### config.mk
export PLATFORM = sky130hd
export DESIGN_NAME = keypad_change_event_generator
export DESIGN_NICKNAME = d
export VERILOG_FILES = /design/src/kceg_pkg.sv /design/src/kceg_front.sv /design/src/kceg_queue.sv /design/src/kceg_back.sv /design/src/keypad_change_event_generator.sv
export SDC_FILE = /design/constraint.sdc
export NUM_CORES = 1
export LEC_CHECK = 0
export BUFFER_PORTS_ARGS = -buffer_cell sky130_fd_sc_hd__buf_2
export CAP_MARGIN = 30
export CORE_ASPECT_RATIO = 0.75
export CORE_UTILIZATION = 45
export CTS_CLUSTER_DIAMETER = 30
export DETAILED_ROUTE_END_ITERATION = 10
export MAX_ROUTING_LAYER = met4
export PLACE_DENSITY_LB_ADDON = 0.05
export SYNTH_ARGS = -nofsm -noshare
export SYNTH_HDL_FRONTEND = slang
export SYNTH_SLANG_ARGS = --single-unit
### constraint.sdc
create_clock -name clk -period 8.72 [get_ports clk]
set_input_delay 0.436 -clock clk [delete_from_list [all_inputs] [get_ports clk]]
set_output_delay 0.436 -clock clk [all_outputs]
set_load 0.1 [all_outputs]
### src/kceg_pkg.sv
// Shared types, constants and the key-location table of the keypad change-event generator.
// Used by every module of the block; depends on nothing.
`default_nettype none
package kceg_pkg;

  localparam int BOARDS         = 6;
  localparam int KEYS_PER_BOARD = 16;
  localparam int BOARD_W        = 3;
  localparam int KEY_W          = 4;
  localparam int RAW_W          = 48;
  localparam int SCAN_W         = 10;
  localparam int QUEUE_DEPTH    = 4;
  localparam int QUEUE_PTR_W    = $clog2(QUEUE_DEPTH);

  localparam logic [SCAN_W-1:0] SCAN_LIMIT     = 10'd1000;
  localparam logic [SCAN_W-1:0] HOLDOFF_RESET  = 10'd100;
  localparam logic [3:0]        BIT_SEL_MAX    = 4'd7;

  // Each entry: byte number in the high nibble, bit number in the low nibble.
  localparam logic [7:0] KEY_MAP [KEYS_PER_BOARD] = '{
    8'h07, 8'h04, 8'h02, 8'h22,
    8'h05, 8'h06, 8'h00, 8'h01,
    8'h03, 8'h10, 8'h30, 8'h21,
    8'h13, 8'h12, 8'h11, 8'h31
  };

  typedef struct packed {
    logic [BOARD_W-1:0] board;
    logic [RAW_W-1:0]   raw_key_bytes;
  } item_t;

  typedef struct packed {
    logic [BOARD_W+KEY_W-1:0] key_index;
    logic                     pressed;
    logic                     last;
  } result_t;

  // One board's worth of work handed from the front to the back.
  typedef struct packed {
    logic [BOARD_W-1:0]        board;
    logic [KEYS_PER_BOARD-1:0] changed;
    logic [KEYS_PER_BOARD-1:0] states;
  } change_t;

endpackage
`default_nettype wire

### src/kceg_front.sv
// Front end: accepts board scans, decodes key states, tracks prior states and the scan counter.
// Depends on kceg_pkg.
`default_nettype none
module kceg_front (
  input  wire logic                         clk,
  input  wire logic                         rst,
  input  wire logic                         push,
  input  wire logic                         full,
  input  wire kceg_pkg::item_t              item,
  input  wire logic                         cfg_valid,
  input  wire logic [kceg_pkg::SCAN_W-1:0]  cfg_data,
  output logic                              q_push,
  output kceg_pkg::change_t                 q_data
);

  logic [kceg_pkg::KEYS_PER_BOARD-1:0] prior [kceg_pkg::BOARDS];
  logic [kceg_pkg::SCAN_W-1:0]         scan_count;
  logic [kceg_pkg::SCAN_W-1:0]         holdoff_scans;
  logic [kceg_pkg::KEYS_PER_BOARD-1:0] now;
  logic [kceg_pkg::KEYS_PER_BOARD-1:0] old;
  logic                                accept;
  logic                                board_ok;
  logic                                emit;

  always_comb begin
    logic [7:0] loc;
    logic [7:0] byte_val;
    for (int k = 0; k < kceg_pkg::KEYS_PER_BOARD; k++) begin
      loc      = kceg_pkg::KEY_MAP[k];
      byte_val = item.raw_key_bytes[8*loc[6:4] +: 8];
      now[k]   = (loc[3:0] > kceg_pkg::BIT_SEL_MAX) ? 1'b0 : byte_val[loc[2:0]];
    end
  end

  assign accept   = push && !full;
  assign board_ok = item.board < kceg_pkg::BOARD_W'(kceg_pkg::BOARDS);
  assign old      = board_ok ? prior[item.board] : '0;
  assign emit     = scan_count > holdoff_scans;

  assign q_data.board   = item.board;
  assign q_data.changed = now ^ old;
  assign q_data.states  = now;
  assign q_push         = accept && board_ok && emit && (|(now ^ old));

  always_ff @(posedge clk) begin
    if (rst) begin
      for (int b = 0; b < kceg_pkg::BOARDS; b++) begin
        prior[b] <= '0;
      end
      scan_count    <= '0;
      holdoff_scans <= kceg_pkg::HOLDOFF_RESET;
    end else begin
      if (cfg_valid) begin
        holdoff_scans <= cfg_data;
      end
      if (accept && board_ok) begin
        prior[item.board] <= now;
        if (item.board == kceg_pkg::BOARD_W'(kceg_pkg::BOARDS - 1) &&
            scan_count < kceg_pkg::SCAN_LIMIT) begin
          scan_count <= scan_count + 1'b1;
        end
      end
    end
  end

endmodule
`default_nettype wire

### src/kceg_queue.sv
// Short queue of per-board change sets between the front and the back.
// Depends on kceg_pkg.
`default_nettype none
module kceg_queue (
  input  wire logic              clk,
  input  wire logic              rst,
  input  wire logic              wr,
  input  wire kceg_pkg::change_t wr_data,
  input  wire logic              rd,
  output kceg_pkg::change_t      rd_data,
  output logic                   full,
  output logic                   empty
);

  kceg_pkg::change_t                mem [kceg_pkg::QUEUE_DEPTH];
  logic [kceg_pkg::QUEUE_PTR_W-1:0] wr_ptr;
  logic [kceg_pkg::QUEUE_PTR_W-1:0] rd_ptr;
  logic [kceg_pkg::QUEUE_PTR_W:0]   count;
  logic                             do_wr;
  logic                             do_rd;

  assign full    = count == (kceg_pkg::QUEUE_PTR_W+1)'(kceg_pkg::QUEUE_DEPTH);
  assign empty   = count == '0;
  assign rd_data = mem[rd_ptr];
  assign do_wr   = wr && !full;
  assign do_rd   = rd && !empty;

  always_ff @(posedge clk) begin
    if (do_wr) begin
      mem[wr_ptr] <= wr_data;
    end
  end

  always_ff @(posedge clk) begin
    if (rst) begin
      wr_ptr <= '0;
      rd_ptr <= '0;
      count  <= '0;
    end else begin
      if (do_wr) begin
        wr_ptr <= wr_ptr + 1'b1;
      end
      if (do_rd) begin
        rd_ptr <= rd_ptr + 1'b1;
      end
      if (do_wr && !do_rd) begin
        count <= count + 1'b1;
      end else if (do_rd && !do_wr) begin
        count <= count - 1'b1;
      end
    end
  end

endmodule
`default_nettype wire

### src/kceg_back.sv
// Back end: walks one change set in ascending key order and emits one event per changed key.
// Depends on kceg_pkg.
`default_nettype none
module kceg_back (
  input  wire logic              clk,
  input  wire logic              rst,
  input  wire kceg_pkg::change_t q_data,
  input  wire logic              q_empty,
  output logic                   q_pop,
  output kceg_pkg::result_t      result,
  output logic                   empty,
  input  wire logic              pop
);

  logic                                active;
  logic [kceg_pkg::BOARD_W-1:0]        board;
  logic [kceg_pkg::KEYS_PER_BOARD-1:0] remain;
  logic [kceg_pkg::KEYS_PER_BOARD-1:0] states;
  logic                                out_valid;
  logic                                advance;
  logic                                step;
  logic [kceg_pkg::KEY_W-1:0]          key;
  logic [kceg_pkg::KEYS_PER_BOARD-1:0] remain_next;
  logic                                done;

  // Lowest pending key.
  always_comb begin
    key = '0;
    for (int i = kceg_pkg::KEYS_PER_BOARD - 1; i >= 0; i--) begin
      if (remain[i]) begin
        key = kceg_pkg::KEY_W'(i);
      end
    end
  end

  assign advance     = !out_valid || pop;
  assign step        = active && advance;
  assign remain_next = remain & ~(kceg_pkg::KEYS_PER_BOARD'(1) << key);
  assign done        = remain_next == '0;
  assign q_pop       = !q_empty && (!active || (step && done));
  assign empty       = !out_valid;

  always_ff @(posedge clk) begin
    if (q_pop) begin
      board  <= q_data.board;
      remain <= q_data.changed;
      states <= q_data.states;
    end else if (step) begin
      remain <= remain_next;
    end
    if (step) begin
      result.key_index <= {board, key};
      result.pressed   <= states[key];
      result.last      <= done;
    end
  end

  always_ff @(posedge clk) begin
    if (rst) begin
      active    <= 1'b0;
      out_valid <= 1'b0;
    end else begin
      if (q_pop) begin
        active <= 1'b1;
      end else if (step && done) begin
        active <= 1'b0;
      end
      if (step) begin
        out_valid <= 1'b1;
      end else if (pop) begin
        out_valid <= 1'b0;
      end
    end
  end

endmodule
`default_nettype wire

### src/keypad_change_event_generator.sv
// Top level of the keypad change-event generator: front end, change queue and back end.
// Depends on kceg_pkg, kceg_front, kceg_queue and kceg_back.
//
// Each input beat carries the six raw key-matrix bytes of one key board and the board number.
// The front end decodes the board's sixteen key states through a fixed location table,
// compares them with the stored states of that board, stores the new states, and advances the
// scan counter (saturating at 1000) after the last board of a scan. Board numbers of six and
// above are ignored entirely. When the scan counter exceeds holdoff_scans and some key
// changed, the board's change set enters a four-entry queue. The back end turns each change
// set into one result beat per changed key, lowest key first, with last marking the final
// event of the set. The input takes one beat per cycle while the queue has room; the back end
// delivers one event per cycle while results are popped, so a board with n changed keys
// yields n events (at most sixteen), and the sustained rate is set by that event
// walk. holdoff_scans resets to 100 and is written through the cfg channel, which is always
// ready; it should only be written while the block is idle.
`default_nettype none
module keypad_change_event_generator (
  input  wire logic                         clk,
  input  wire logic                         rst,
  input  wire logic                         push,
  output logic                              full,
  input  wire kceg_pkg::item_t              item,
  output logic                              empty,
  input  wire logic                         pop,
  output kceg_pkg::result_t                 result,
  input  wire logic                         cfg_valid,
  output logic                              cfg_ready,
  input  wire logic [kceg_pkg::SCAN_W-1:0]  cfg_data
);

  logic              q_push;
  logic              q_pop;
  logic              q_empty;
  kceg_pkg::change_t q_wr_data;
  kceg_pkg::change_t q_rd_data;

  assign cfg_ready = 1'b1;

  // The front end classifies and updates state; it stalls only when the queue is full.
  kceg_front u_front (
    .clk       (clk),
    .rst       (rst),
    .push      (push),
    .full      (full),
    .item      (item),
    .cfg_valid (cfg_valid),
    .cfg_data  (cfg_data),
    .q_push    (q_push),
    .q_data    (q_wr_data)
  );

  kceg_queue u_queue (
    .clk     (clk),
    .rst     (rst),
    .wr      (q_push),
    .wr_data (q_wr_data),
    .rd      (q_pop),
    .rd_data (q_rd_data),
    .full    (full),
    .empty   (q_empty)
  );

  // The back end holds a registered result beat; it stalls its walk while a result waits unpopped.
  kceg_back u_back (
    .clk     (clk),
    .rst     (rst),
    .q_data  (q_rd_data),
    .q_empty (q_empty),
    .q_pop   (q_pop),
    .result  (result),
    .empty   (empty),
    .pop     (pop)
  );

endmodule
`default_nettype wire

==> flow_metrics.tcl <==
set metrics [dict create \
    yosysWarningCount 0 \
    cp-startpoint "item[49]" \
    clock_path_buffers 3 \
    cts.sinks 311 \
    syn_nets 1156 \
    yosys_register_bits 311 \
    ctsHoldBuffers 0 \
    worstMarginPinSlew_ps 1070 \
    fin_hold_ws_ps 81.9 \
    r2r_cells 14 \
    layout.cells.most_common "edfxtp_1" \
    synth_cell_type_count 72 \
    worstPathArrival_ps 4870 \
    wire_per_inst_um 21.7 \
    grt_overflow 0 \
    grt_pass1_wl_mm 53.4 \
    grt_max_degree 64 \
    cts-root-buf "clkbuf_16" \
    finalNetCount 1211 \
    rrSetupSlack_ps 4830 \
    r2r_start "u_back.remain[14]" \
    first_iter_violations 846 \
    power.density_nw_per_um2 313 \
    layout.cells.most_common_list "edfxtp_1 (280), mux2i_1 (92), and2_1 (65)" \
    postSynthAreaPerCell_sq_um 13.7 \
    crit_path_start_kind "input pin" \
    yosysSeqAreaShare 0.616 \
    io_pins 78 \
    areaGrowthSynthToFinish_pct 18.9 \
    cts_buffers 60 \
    synthArstFlopShare 0 \
    synth_edf_count 280 \
    fin_crit_ps 4370 \
    fmax_mhz 229 \
    vdd.ir_drop.worst_mv 0.167 \
    die_h_um 158 \
    post-cts-setup-buffers 0 \
    setup_tns_ps 0 \
    slew_violations 0 \
    cts_resized 0 \
    io_buffers 44 \
    drv_cap 0 \
    h-tree-depth 2 \
    hold_depth 3 \
    postRouteAntennaNets 0 \
    gp_congestion 0.828 \
    place_area_sq_um 15400 \
    path_clk_slew_ps 50 \
    cts_tree "built" \
    drc 0 \
    start_util 0.463 \
    fin_area_sq_um 17400 \
    endpoint_kind "flop" \
    num_rows 56 \
    hold_viol 0 \
    period_share 0.501 \
    power.leakage_nw 6.42 \
    drive_gt1_frac 0.214 \
    antenna_found_initial 3 \
    die_x_um 210 \
    worstPathRequired_ps 9220 \
    rsz0062_at_grt "false" \
    grt_pass1_vias 8790 \
    status "completed" \
    dr.pass1.iters 5 \
    r2r-end "u_queue.count[2]" \
    synth_cells 1073 \
    synth_flop_cell "edfxtp_1" \
    worstHoldEndpoint "u_front.holdoff_scans[6]" \
    min_from "cfg_data[6]" \
    num_vias 9001 \
    wirelength_mm 35.0 \
    viasPerCell 5.58 \
    fillCellCount 2635 \
    slew_headroom 0.276 \
    track_usage 0.222 \
    final_core_util 0.550 \
    critPathMaxFanout 53 \
    dp_hpwl_mm 21.1 \
    clk_latency_ps 580 \
    fin_worst_skew_ps 22.2 \
    core_sq_um 31700 \
    crit_type "input pin to flop" \
    setup_viol 0 \
    die_area_sq_um 33300 \
    hold_class "input pin to flop" \
    syn_area_sq_um 14700 \
]
cells in the mapped netlist (all sizes together) (20+ instances only):
cell type  count  area share
nand2         45       0.012
edfxtp       280        0.57
o21ai         27      0.0092
nand3         30       0.010
dfxtp         31       0.042
clkbuf        59       0.015
nor2b         20      0.0085
mux2i         92       0.063
nor2          43       0.011
mux4          35       0.054
inv           22      0.0056
and3          35       0.015
buf           26      0.0099
and2          69       0.029
nor3          40       0.014
logic make-up after synthesis:
group,Yosys count,share of synthesized area
and+or+nand+nor,404,0.166
adders and majority gates,18,0.0157
buffers and inverters,107,0.0307
other,1,0.000256
DFF,311,0.616
xor gates and xnor gates,10,0.00598
muxes,131,0.120
AOI/OAI and AO/OA,91,0.0459
through the flow:
stage | instances | power (mW) | setup slack [ps]
after floorplan | 1073 | 2.86 | 5300
after global placement | 1490 | 3.18 | 3830
after detailed placement | 1499 | 3.20 | 3820
after CTS | 1610 | 5.49 | 4400
after global routing | 1614 | 5.68 | 4080
final | 1614 | 5.45 | 4350
final cells by class:
class | count | area [sq um] | share of cell area
clock buffers | 66 | 1550 | 0.0887
flip-flops and latches | 311 | 9030 | 0.518
well taps | 435 | 544 | 0.0312
multi-input cells | 655 | 5210 | 0.299
clock inverters | 45 | 478 | 0.0274
inverters | 22 | 82.6 | 0.00474
repair buffers | 78 | 536 | 0.0307
diodes | 2 | 5.00 | 0.000287
routing by layer:
layer	vias up	track usage	share of wire
li1	4235	-	-
met1	4447	0.318	0.49
met2	238	0.318	0.43
met3	81	0.0404	0.055
met4	0	0.0787	0.027
met5	-	-	0
report_power, final:
group	internal, mW	total, mW	switching [mW]
sequential	1.85	1.97	0.120
combinational	0.433	1.20	0.763
clock	1.51	2.28	0.769
total	3.80	5.45	1.65
worst max-delay path: stages:
cell and delay, ps:
buf_2 680, buf_4 570, nor3_1 100, mux2i_1 160, nor4bb_1 860, nor4_1 220
nand4_1 230, o211ai_1 210, inv_2 130, ha_1 190, inv_1 60, fa_1 380
xor2_1 180, or3_1 310, a21oi_1 130
worst max path at each step:
stage	end	slack (ps)	cells past startpoint
finish	u_queue.count[2]	4350	15
global route	u_queue.count[2]	4080	15
CTS	u_queue.count[2]	4400	15
detailed placement	u_queue.count[2]	3820	15
global placement	u_queue.mem[1][33]	3830	10
floorplan	u_queue.mem[0][0]	5300	10
flip-flops by register name, summed over array words and instances, names as in the netlist, 3 cells and up, named ones only:
name and count:
u_back.board 3, u_queue.count 3, u_front.holdoff_scans 10, u_front.scan_count 10, u_back.result 9, u_front.prior 96
u_queue.mem 140, u_back.states 16, u_back.remain 16
(Power assumes the default switching activity.)
